==> src/hw/rtl/yrf_pkg.sv <==
// yrf_pkg: shared types, BT.601 coefficients and a clamp helper for the
// YUV -> RGB -> fade -> YUV pixel pipeline. No dependencies.
`timescale 1ns / 1ps

package yrf_pkg;

  localparam int PIX_W = 8;

  // YUV -> RGB coefficients (8-bit fixed point)
  localparam logic signed [10:0] C_Y   = 11'sd298;
  localparam logic signed [10:0] C_RV  = 11'sd409;
  localparam logic signed [10:0] C_GU  = 11'sd100;
  localparam logic signed [10:0] C_GV  = 11'sd208;
  localparam logic signed [10:0] C_BU  = 11'sd516;

  // RGB -> YUV coefficients
  localparam logic signed [8:0] C_YR = 9'sd66;
  localparam logic signed [8:0] C_YG = 9'sd129;
  localparam logic signed [8:0] C_YB = 9'sd25;
  localparam logic signed [8:0] C_UR = -9'sd38;
  localparam logic signed [8:0] C_UG = -9'sd74;
  localparam logic signed [8:0] C_UB = 9'sd112;
  localparam logic signed [8:0] C_VR = 9'sd112;
  localparam logic signed [8:0] C_VG = -9'sd94;
  localparam logic signed [8:0] C_VB = -9'sd18;

  localparam logic signed [10:0] OFS_Y = 11'sd16;
  localparam logic signed [10:0] OFS_C = 11'sd128;

  localparam logic [PIX_W-1:0] FADE_RESET = 8'd255;

  typedef struct packed {
    logic [PIX_W-1:0] r;
    logic [PIX_W-1:0] g;
    logic [PIX_W-1:0] b;
  } rgb_t;

  typedef struct packed {
    logic [PIX_W-1:0] y;
    logic [PIX_W-1:0] u;
    logic [PIX_W-1:0] v;
  } yuv_t;

  function automatic logic [PIX_W-1:0] clamp12(input logic signed [11:0] v);
    logic [PIX_W-1:0] res;
    if (v < 0) begin
      res = '0;
    end else if (v > 12'sd255) begin
      res = '1;
    end else begin
      res = v[PIX_W-1:0];
    end
    return res;
  endfunction

endpackage

==> src/hw/rtl/yuv_rgb_fade_yuv_pixel_core.sv <==
// yuv_rgb_fade_yuv_pixel_core: top level of the BT.601 YUV -> RGB -> fade
// -> YUV pixel pipeline. Depends on yrf_pkg, yrf_rgb_stage, yrf_fade_stage,
// yrf_yuv_stage.
//
//   channel | ports                                   | handshake
//   --------+-----------------------------------------+-----------------
//   input   | in_luma_in, in_cb_in, in_cr_in          | in_valid/in_ready
//   result  | out_luma_out, out_cb_out, out_cr_out    | out_valid/out_ready
//   config  | cfg_fade_level                          | cfg_we, no wait
//
// Five register stages: chroma/luma products, RGB clamp, fade multiply,
// YUV products, YUV saturate. One request per cycle unless the output stalls.
// Each stage carries its own valid bit and holds when the stage after it is
// full and stalled, so bubbles are squeezed out and nothing is lost.
// Synchronous active-low reset clears valid bits and sets fade level to 255.
`timescale 1ns / 1ps

module yuv_rgb_fade_yuv_pixel_core (
  input  logic                       clk,
  input  logic                       rst_n,
  input  logic                       cfg_we,
  input  logic [yrf_pkg::PIX_W-1:0]  cfg_fade_level,
  input  logic                       in_valid,
  output logic                       in_ready,
  input  logic [yrf_pkg::PIX_W-1:0]  in_luma_in,
  input  logic [yrf_pkg::PIX_W-1:0]  in_cb_in,
  input  logic [yrf_pkg::PIX_W-1:0]  in_cr_in,
  output logic                       out_valid,
  input  logic                       out_ready,
  output logic [yrf_pkg::PIX_W-1:0]  out_luma_out,
  output logic [yrf_pkg::PIX_W-1:0]  out_cb_out,
  output logic [yrf_pkg::PIX_W-1:0]  out_cr_out
);
  import yrf_pkg::*;

  logic [PIX_W-1:0] fade_r;
  logic             rgb_valid, rgb_ready;
  logic             fade_valid, fade_ready;
  rgb_t             rgb, rgb_faded;
  yuv_t             yuv;

  always_ff @(posedge clk) begin
    if (!rst_n) begin
      fade_r <= FADE_RESET;
    end else if (cfg_we) begin
      fade_r <= cfg_fade_level;
    end
  end

  yrf_rgb_stage u_rgb (
    .clk       (clk),
    .rst_n     (rst_n),
    .in_valid  (in_valid),
    .in_ready  (in_ready),
    .luma      (in_luma_in),
    .cb        (in_cb_in),
    .cr        (in_cr_in),
    .out_valid (rgb_valid),
    .out_ready (rgb_ready),
    .rgb       (rgb)
  );

  yrf_fade_stage u_fade (
    .clk        (clk),
    .rst_n      (rst_n),
    .fade_level (fade_r),
    .in_valid   (rgb_valid),
    .in_ready   (rgb_ready),
    .rgb_in     (rgb),
    .out_valid  (fade_valid),
    .out_ready  (fade_ready),
    .rgb_out    (rgb_faded)
  );

  yrf_yuv_stage u_yuv (
    .clk       (clk),
    .rst_n     (rst_n),
    .in_valid  (fade_valid),
    .in_ready  (fade_ready),
    .rgb       (rgb_faded),
    .out_valid (out_valid),
    .out_ready (out_ready),
    .yuv       (yuv)
  );

  assign out_luma_out = yuv.y;
  assign out_cb_out   = yuv.u;
  assign out_cr_out   = yuv.v;

endmodule

==> src/hw/rtl/yrf_rgb_stage.sv <==
// yrf_rgb_stage: two pipeline stages, coefficient products then sum, floor
// shift and clamp to RGB. Depends on yrf_pkg.
`timescale 1ns / 1ps

module yrf_rgb_stage (
  input  logic                       clk,
  input  logic                       rst_n,
  input  logic                       in_valid,
  output logic                       in_ready,
  input  logic [yrf_pkg::PIX_W-1:0]  luma,
  input  logic [yrf_pkg::PIX_W-1:0]  cb,
  input  logic [yrf_pkg::PIX_W-1:0]  cr,
  output logic                       out_valid,
  input  logic                       out_ready,
  output yrf_pkg::rgb_t              rgb
);
  import yrf_pkg::*;

  logic signed [8:0]  yv, uv, vv;
  logic               s1_valid_r, s2_valid_r;
  logic               s1_en, s2_en;
  logic signed [19:0] p_y_r, p_rv_r, p_gu_r, p_gv_r, p_bu_r;
  logic signed [19:0] sum_r, sum_g, sum_b;
  rgb_t               rgb_r, rgb_nxt;

  assign yv = $signed({1'b0, luma}) - 9'sd16;
  assign uv = $signed({1'b0, cb}) - 9'sd128;
  assign vv = $signed({1'b0, cr}) - 9'sd128;

  assign s2_en    = !s2_valid_r || out_ready;
  assign s1_en    = !s1_valid_r || s2_en;
  assign in_ready = s1_en;

  always_ff @(posedge clk) begin
    if (!rst_n) begin
      s1_valid_r <= 1'b0;
      s2_valid_r <= 1'b0;
    end else begin
      if (s1_en) s1_valid_r <= in_valid;
      if (s2_en) s2_valid_r <= s1_valid_r;
    end
  end

  always_ff @(posedge clk) begin
    if (s1_en && in_valid) begin
      p_y_r  <= 20'(yv) * 20'(C_Y);
      p_rv_r <= 20'(vv) * 20'(C_RV);
      p_gu_r <= 20'(uv) * 20'(C_GU);
      p_gv_r <= 20'(vv) * 20'(C_GV);
      p_bu_r <= 20'(uv) * 20'(C_BU);
    end
  end

  // arithmetic shift by 8 == floor
  always_comb begin
    sum_r = p_y_r + p_rv_r;
    sum_g = p_y_r - p_gu_r - p_gv_r;
    sum_b = p_y_r + p_bu_r;
    rgb_nxt.r = clamp12(sum_r[19:8]);
    rgb_nxt.g = clamp12(sum_g[19:8]);
    rgb_nxt.b = clamp12(sum_b[19:8]);
  end

  always_ff @(posedge clk) begin
    if (s2_en && s1_valid_r) begin
      rgb_r <= rgb_nxt;
    end
  end

  assign out_valid = s2_valid_r;
  assign rgb       = rgb_r;

endmodule

==> src/hw/rtl/yrf_fade_stage.sv <==
// yrf_fade_stage: one pipeline stage scaling each RGB channel by the fade
// level / 256. Depends on yrf_pkg.
`timescale 1ns / 1ps

module yrf_fade_stage (
  input  logic                       clk,
  input  logic                       rst_n,
  input  logic [yrf_pkg::PIX_W-1:0]  fade_level,
  input  logic                       in_valid,
  output logic                       in_ready,
  input  yrf_pkg::rgb_t              rgb_in,
  output logic                       out_valid,
  input  logic                       out_ready,
  output yrf_pkg::rgb_t              rgb_out
);
  import yrf_pkg::*;

  logic         valid_r;
  logic         en;
  logic [15:0]  mr, mg, mb;
  rgb_t         rgb_r;

  assign en       = !valid_r || out_ready;
  assign in_ready = en;

  assign mr = 16'(rgb_in.r) * 16'(fade_level);
  assign mg = 16'(rgb_in.g) * 16'(fade_level);
  assign mb = 16'(rgb_in.b) * 16'(fade_level);

  always_ff @(posedge clk) begin
    if (!rst_n) begin
      valid_r <= 1'b0;
    end else if (en) begin
      valid_r <= in_valid;
    end
  end

  always_ff @(posedge clk) begin
    if (en && in_valid) begin
      rgb_r.r <= mr[15:8];
      rgb_r.g <= mg[15:8];
      rgb_r.b <= mb[15:8];
    end
  end

  assign out_valid = valid_r;
  assign rgb_out   = rgb_r;

endmodule

==> src/hw/rtl/yrf_yuv_stage.sv <==
// yrf_yuv_stage: two pipeline stages, RGB -> YUV products then sum, floor
// shift, offset and saturation. Depends on yrf_pkg.
`timescale 1ns / 1ps

module yrf_yuv_stage (
  input  logic           clk,
  input  logic           rst_n,
  input  logic           in_valid,
  output logic           in_ready,
  input  yrf_pkg::rgb_t  rgb,
  output logic           out_valid,
  input  logic           out_ready,
  output yrf_pkg::yuv_t  yuv
);
  import yrf_pkg::*;

  logic               s1_valid_r, s2_valid_r;
  logic               s1_en, s2_en;
  logic signed [17:0] rs, gs, bs;
  logic signed [17:0] p_yr_r, p_yg_r, p_yb_r;
  logic signed [17:0] p_ur_r, p_ug_r, p_ub_r;
  logic signed [17:0] p_vr_r, p_vg_r, p_vb_r;
  logic signed [17:0] sy, su, sv;
  logic signed [11:0] oy, ou, ov;
  yuv_t               yuv_r, yuv_nxt;

  assign rs = 18'($signed({1'b0, rgb.r}));
  assign gs = 18'($signed({1'b0, rgb.g}));
  assign bs = 18'($signed({1'b0, rgb.b}));

  assign s2_en    = !s2_valid_r || out_ready;
  assign s1_en    = !s1_valid_r || s2_en;
  assign in_ready = s1_en;

  always_ff @(posedge clk) begin
    if (!rst_n) begin
      s1_valid_r <= 1'b0;
      s2_valid_r <= 1'b0;
    end else begin
      if (s1_en) s1_valid_r <= in_valid;
      if (s2_en) s2_valid_r <= s1_valid_r;
    end
  end

  always_ff @(posedge clk) begin
    if (s1_en && in_valid) begin
      p_yr_r <= rs * 18'(C_YR);
      p_yg_r <= gs * 18'(C_YG);
      p_yb_r <= bs * 18'(C_YB);
      p_ur_r <= rs * 18'(C_UR);
      p_ug_r <= gs * 18'(C_UG);
      p_ub_r <= bs * 18'(C_UB);
      p_vr_r <= rs * 18'(C_VR);
      p_vg_r <= gs * 18'(C_VG);
      p_vb_r <= bs * 18'(C_VB);
    end
  end

  // floor shift keeps the sign of the sum
  always_comb begin
    sy = p_yr_r + p_yg_r + p_yb_r;
    su = p_ur_r + p_ug_r + p_ub_r;
    sv = p_vr_r + p_vg_r + p_vb_r;
    oy = 12'($signed(sy[17:8])) + 12'(OFS_Y);
    ou = 12'($signed(su[17:8])) + 12'(OFS_C);
    ov = 12'($signed(sv[17:8])) + 12'(OFS_C);
    yuv_nxt.y = clamp12(oy);
    yuv_nxt.u = clamp12(ou);
    yuv_nxt.v = clamp12(ov);
  end

  always_ff @(posedge clk) begin
    if (s2_en && s1_valid_r) begin
      yuv_r <= yuv_nxt;
    end
  end

  assign out_valid = s2_valid_r;
  assign yuv       = yuv_r;

endmodule

==> config.mk <==
export PLATFORM = sky130hd
export DESIGN_NAME = yuv_rgb_fade_yuv_pixel_core
export DESIGN_NICKNAME = d
export VERILOG_FILES = /design/src/hw/rtl/yrf_pkg.sv /design/src/hw/rtl/yuv_rgb_fade_yuv_pixel_core.sv /design/src/hw/rtl/yrf_rgb_stage.sv /design/src/hw/rtl/yrf_fade_stage.sv /design/src/hw/rtl/yrf_yuv_stage.sv
export SDC_FILE = /design/constraint.sdc
export NUM_CORES = 1
export LEC_CHECK = 0
export BUFFER_PORTS_ARGS = -buffer_cell sky130_fd_sc_hd__buf_4
export CAP_MARGIN = 10
export CORE_MARGIN = 4
export CORE_UTILIZATION = 45
export DETAILED_ROUTE_END_ITERATION = 8
export GPL_TIMING_DRIVEN = 0
export SETUP_SLACK_MARGIN = 0.3
export SLEW_MARGIN = 0
export SYNTH_ARGS = -nofsm -noshare
export SYNTH_HDL_FRONTEND = slang
export SYNTH_SLANG_ARGS = --single-unit
==> constraint.sdc <==
create_clock -name clk -period 17.9 [get_ports clk]
set_input_delay 0.895 -clock clk [delete_from_list [all_inputs] [get_ports clk]]
set_output_delay 0.895 -clock clk [all_outputs]
set_load 0.01 [all_outputs]
==> results of run 1 <==
layout by cell type (no fill, tap or decap), types with 23 or more instances in the layout:
master	count
nor3_1	30
xor2_1	58
fa_1	255
a21o_1	48
nor2b_1	26
edfxtp_1	266
o21ai_0	34
inv_1	504
a21oi_1	104
nor2_1	92
and2_1	94
nand3_1	23
ha_1	562
nand2_1	159
buf_4	61
o21a_1	42
clkbuf_16	38
o21bai_1	27
xnor2_1	125
state kept, by name (all words and copies together) (netlist names), 8 cells and up:
register / count
fade_r: 8
u_fade.rgb_out: 24
u_rgb.p_bu_r: 15
u_rgb.p_gu_r: 15
u_rgb.p_gv_r: 12
u_rgb.p_rv_r: 19
u_rgb.p_y_r: 18
u_rgb.rgb: 24
u_yuv.p_ub_r: 9
u_yuv.p_ug_r: 16
u_yuv.p_ur_r: 15
u_yuv.p_vb_r: 14
u_yuv.p_vg_r: 15
u_yuv.p_vr_r: 10
u_yuv.p_yb_r: 12
u_yuv.p_yg_r: 12
u_yuv.p_yr_r: 12
u_yuv.yuv: 24
worst max path at each step:
stage                     cells past startpoint          start                  to
after floorplan                               2      out_ready    u_yuv.p_ub_r[10]
after global placement                        3      out_ready    u_yuv.p_yg_r[15]
after detailed placement                     20  in_luma_in[4]     u_rgb.p_y_r[18]
after CTS                                    18      fade_r[7]  u_fade.rgb_out[23]
after global routing                         18      fade_r[6]   u_fade.rgb_out[7]
final                                        18      fade_r[7]  u_fade.rgb_out[23]
kinds of logic (layout without fill, tap and decap cells):
group	Yosys count	in the layout	synth area share [%]
buffers and inverters	531	669	6.834
AND/OR/NAND/NOR	492	492	8.305
AO/OA/AOI/OAI	380	380	8.979
adder cells (fa/ha/maj)	818	818	41.65
XOR/XNOR	183	183	5.496
multiplexers	13	13	0.4548
flip-flops	279	279	28.28
cell type report:
class	instances	share of cell area (%)
Tap cell	855	3.308
Multi-Input combinational cell	1886	58.64
Buffer	25	0.2901
Timing Repair Buffer	70	2.050
Clock buffer	39	2.952
Clock inverter	29	1.389
Sequential cell	279	25.50
Inverter	506	5.873
layer usage:
layer / global-route usage [%] / up-vias
li1: - / 9296
met1: 20.87 / 9103
met5: 0 / -
met3: 2.537 / 104
met4: 5.411 / 0
met2: 31.86 / 228
stage by stage:
step                      cells  hold WS [ns]  setup WS (ns)  cell area [µm²]
final                      3689        0.5080          12.38            32340
after global routing       3689        0.5259          12.06            32340
after CTS                  3689        0.5156          12.31            32340
after detailed placement   3621        0.5030          12.16            30940
after global placement     3612        0.4845          4.166            30690
after floorplan            2696        0.4657          7.843            29170
worst max-delay path, cell delays in order, from the launching register on:
cell	delay [ns]
dfxtp_1	0.53
clkbuf_1	0.45
nand2_1	0.15
fa_1	0.53
fa_1	0.55
inv_1	0.06
fa_1	0.54
inv_1	0.06
fa_1	0.53
inv_1	0.04
ha_1	0.30
and3_1	0.18
a21oi_1	0.11
o21ai_1	0.15
o41a_1	0.40
a41o_1	0.30
o21a_1	0.19
nor2_1	0.11
xnor2_1	0.08
==> results.cfg, run 1 <==
[die]
die_w_um = 262.6
dieHeight_um = 262.6
coreArea_um2 = 64350
design.die.area_um2 = 68950
initial_core_util_pct = 45.32
ios = 63
num_rows = 93

[timing]
timing.slew.headroom_pct = 46.25
clock.fmax_mhz = 181.1
period_minus_slack_ns = 5.521
hold_violations = 0
skew_ns = 0.03796
drv_slew = 0
worst_pin_slew_ns = 0.8062
finalSetupViolCount = 0
fin_crit_sh_pct = 30.85
finalSetupTns_ns = 0
rsz0062_at_grt = no

[logic_synthesis]
syn-cell-area_um2 = 29170
synth_top_flop_cell = edfxtp_1
async_flop_share_pct = 0
postSynthCellCount = 2696
synth_top_area_cell = edfxtp_1
avgSynthCellArea_um2 = 10.82
synth_seq_cells = 279
synthTopCellsByArea = edfxtp_1, ha_1, fa_1, inv_1, xnor2_1
synth_edf_count = 266
syn_nets = 3550
yosysWarnings = 0
netlist_top_cells_count = ha_1, inv_1, edfxtp_1
synth_top_cell_area_share_pct = 27.39
yosysSeqAreaShare_pct = 28.28
synth.distinct_cells = 70
synth_most_common_cell = ha_1

[drt]
via_count = 18730
wl_met1_um = 24950
avgViaCountPerCell = 5.078
wire_per_inst_um = 16.00
drtIter0Drc = 684
ant_nets = 0
first_pass_iters = 5
top_layer = met4
wl_met3_um = 1960
route.met2.wl_um = 30220
wirelength_um = 59020
drc = 0

[cells_and_area]
multi_input_area_um2 = 18960
drive_above_1_share_pct = 5.857
syn_to_final_growth_pct = 10.89
finalNetCount = 3659
register_area_um2 = 8248
n_antenna_cell = 0
utilization_pct = 50.26
fillers = 5738

[min_path]
holdPathEnd = u_yuv.s1_valid_r
min_delay_path_depth = 2
holdCritStartpoint = u_fade.out_valid
hold_class = reg2reg

[cts]
cts_resized = 0
cts_made_buffers = 37
post_cts_buffers = 0
cts.clk_slew.worst_paths_ns = 0.06
htreeDepth = 2
postCtsHoldBufs = 0
insertion_delay_ns = 0.58
clk_path_buf_depth = 3
cts_tree = built
cts.sink_count = 279
cts_root_buf = clkbuf_16

[critical_path]
critical_path_class = reg2reg
rr_endpoint = u_fade.rgb_out[23]
cp_data_arrival_time_ns = 5.82
cp-start-kind = flip-flop
rr_startpoint = fade_r[7]
crit_path_end_kind = flip-flop
regToRegSetupSlack_ns = 12.38
required_ns = 18.19
path_max_fanout = 10
reg2reg_depth = 18

[status]
outcome = finished, final reports clean

[global_routing]
antenna_found_initial = 0
grt_pass1_wl_um = 97980
grt_util_all_layers_pct = 17.31
grt_pass1_vias = 19650
grt_remaining_overflow = 0
grt_max_degree = 30

[job]
cap_violations = 0

[placed_design]
dp_hpwl_um = 49020
port_buffers = 61
gp_congestion = 0.8486
Power of run 1 is not shown: default switching activity piles up to over one toggle a cycle in this logic, so the estimate is an artifact.
==> run 2: changes to the inputs <==
==> constraint.sdc (replaced) <==
create_clock -name clk -period 4.5 [get_ports clk]
set_input_delay 0.225 -clock clk [delete_from_list [all_inputs] [get_ports clk]]
set_output_delay 0.225 -clock clk [all_outputs]
set_load 0.01 [all_outputs]
==> run 2 against run 1 <==
Compared with the run above: the flow now finishes with violations (negative setup slack); via count grew 5.0%; clock skew down 0.012 ns; register-to-register slack worse by 13 ns; highest routed layer unchanged; largest cell class unchanged; core utilization increased by 3.9 points; first-iteration DRC count rose by 6.9%; global-route usage up 0.92 points; maximum frequency is 19% higher; worst setup slack got worse by 13 ns.
==> results.cfg, run 2 (same netlist as run 1, synthesis figures left out) <==
[critical_path]
cpMaxStageDelayCell = edfxtp_1
path_cells = buf_4 -> nand2_1 -> fa_1 -> inv_1 -> fa_1 -> fa_1 -> inv_1 -> fa_1 -> inv_1 -> ha_1 -> nor3_1 -> nor2_1 -> o41a_1 -> a41o_1 -> o21a_1 -> nor2_2 -> xnor2_1
cp_common_cell = fa_1
cp_data_arrival_time_ns = 4.94
cpLargestDelayFamily = adder cells
regToRegSetupSlack_ns = -0.14
worst_path_largest_cell_delay_ns = 0.54
crit_path_end_kind = flip-flop
path_max_fanout = 5
path_buf_inv = 4
required_ns = 4.80
critical_path_class = reg2reg
cp-start-kind = flip-flop

[cells_and_area]
n_antenna_cell = 0
syn_to_final_growth_pct = 19.46
final_cell_mix = ha_1, inv_1, edfxtp_1
final_common_cell = ha_1
drive_above_1_share_pct = 16.11
stdcell_area_um2 = 34840
finalNetCount = 3835
fillers = 5580
instances_no_fill = 3866

[timing]
clock.fmax_mhz = 215.5
fin_crit_sh_pct = 103.1
rsz0062_at_grt = yes
drv_slew = 0
worst_pin_slew_ns = 0.9410
hold_violations = 0
finalHoldWorstSlack_ns = 0.02600
period_minus_slack_ns = 4.641
finalSetupViolCount = 6
finalWorstSetupSlack_ns = -0.1411
skew_ns = 0.02626
timing.slew.headroom_pct = 37.26

[cts]
cts_tree = built
cts.sink_count = 279
cts.clk_slew.worst_paths_ns = 0.06
insertion_delay_ns = 0.56
cts_made_buffers = 39
clk_path_buf_depth = 3
htreeDepth = 2
cts_root_buf = clkbuf_16

[global_routing]
grt_pass1_vias = 20640
antenna_found_initial = 1
grt_remaining_overflow = 0
grt_max_degree = 31
grt_pass1_wl_um = 102700
grt_util_all_layers_pct = 18.23

[placed_design]
port_buffers = 61
gp_congestion = 0.8359
place_area_um2 = 31290
dp_hpwl_um = 49340
dp.cells = 3620

[drt]
wire_per_inst_um = 16.41
route.met2.wl_um = 32990
via_count = 19670
first_pass_iters = 5
ant_nets = 0
top_layer = met4
wl_met3_um = 1614
wirelength_um = 63450
wl_met1_um = 26350
drtIter0Drc = 731
avgViaCountPerCell = 5.089
drc = 0

[status]
violations = negative setup slack
outcome = complete, but fails checks

[die]
design.die.area_um2 = 68950
die_w_um = 262.6
ios = 63
coreArea_um2 = 64350
num_rows = 93
initial_core_util_pct = 45.32
dieHeight_um = 262.6

[min_path]
hold_class = in2reg

[job]
cap_violations = 0
==> run 2: timing repair <==
action	4_1_cts	5_1_grt
pin swaps	46	76
gates resized for setup	68	115
setup endpoints to repair	40	52
gates cloned	0	2
hold buffers	22	0
buffers inserted	92	59
hold endpoints to repair	23	0
==> run 2: layer usage <==
layer | global-route usage (%) | vias up
li1 | - | 9670
met1 | 21.70 | 9605
met2 | 33.92 | 280
met3 | 1.919 | 119
met4 | 6.782 | 0
met5 | 0 | -
==> run 2: through the flow <==
stage	utilization, %	TNS [ns]	setup WS [ns]
global route	54.14	-2.011	-0.3039
finish	54.14	-0.3393	-0.1411
detailed placement	48.63	-6.896	-0.6100
floorplan	-	0	0.05573
CTS	52.57	-0.4399	-0.1070
global placement	48.34	-154.49	-1.038
==> run 2: final cells by class <==
cell class              instances  area (µm²)  share of cell area [%]
plain buffers                  25       284.0                  0.8152
clock buffers                  43       991.0                   2.844
clock inverters                28       321.6                  0.9230
inverters                     506        1908                   5.477
multi-input cells            1886       19860                   57.01
flip-flops and latches        279        8270                   23.74
well taps                     855        1070                   3.071
repair buffers                244        2132                   6.120
==> run 2: path summary, 6_finish.rpt <==
kind         cells past startpoint                 end              from
min reg2reg                      2    u_yuv.s1_valid_r  u_fade.out_valid
max                             17  u_fade.rgb_out[15]     u_rgb.rgb[12]
max reg2reg                     17  u_fade.rgb_out[15]     u_rgb.rgb[12]
min                              2     u_rgb.p_gv_r[6]       in_cr_in[2]
Power of run 2 is left out for the same reason.
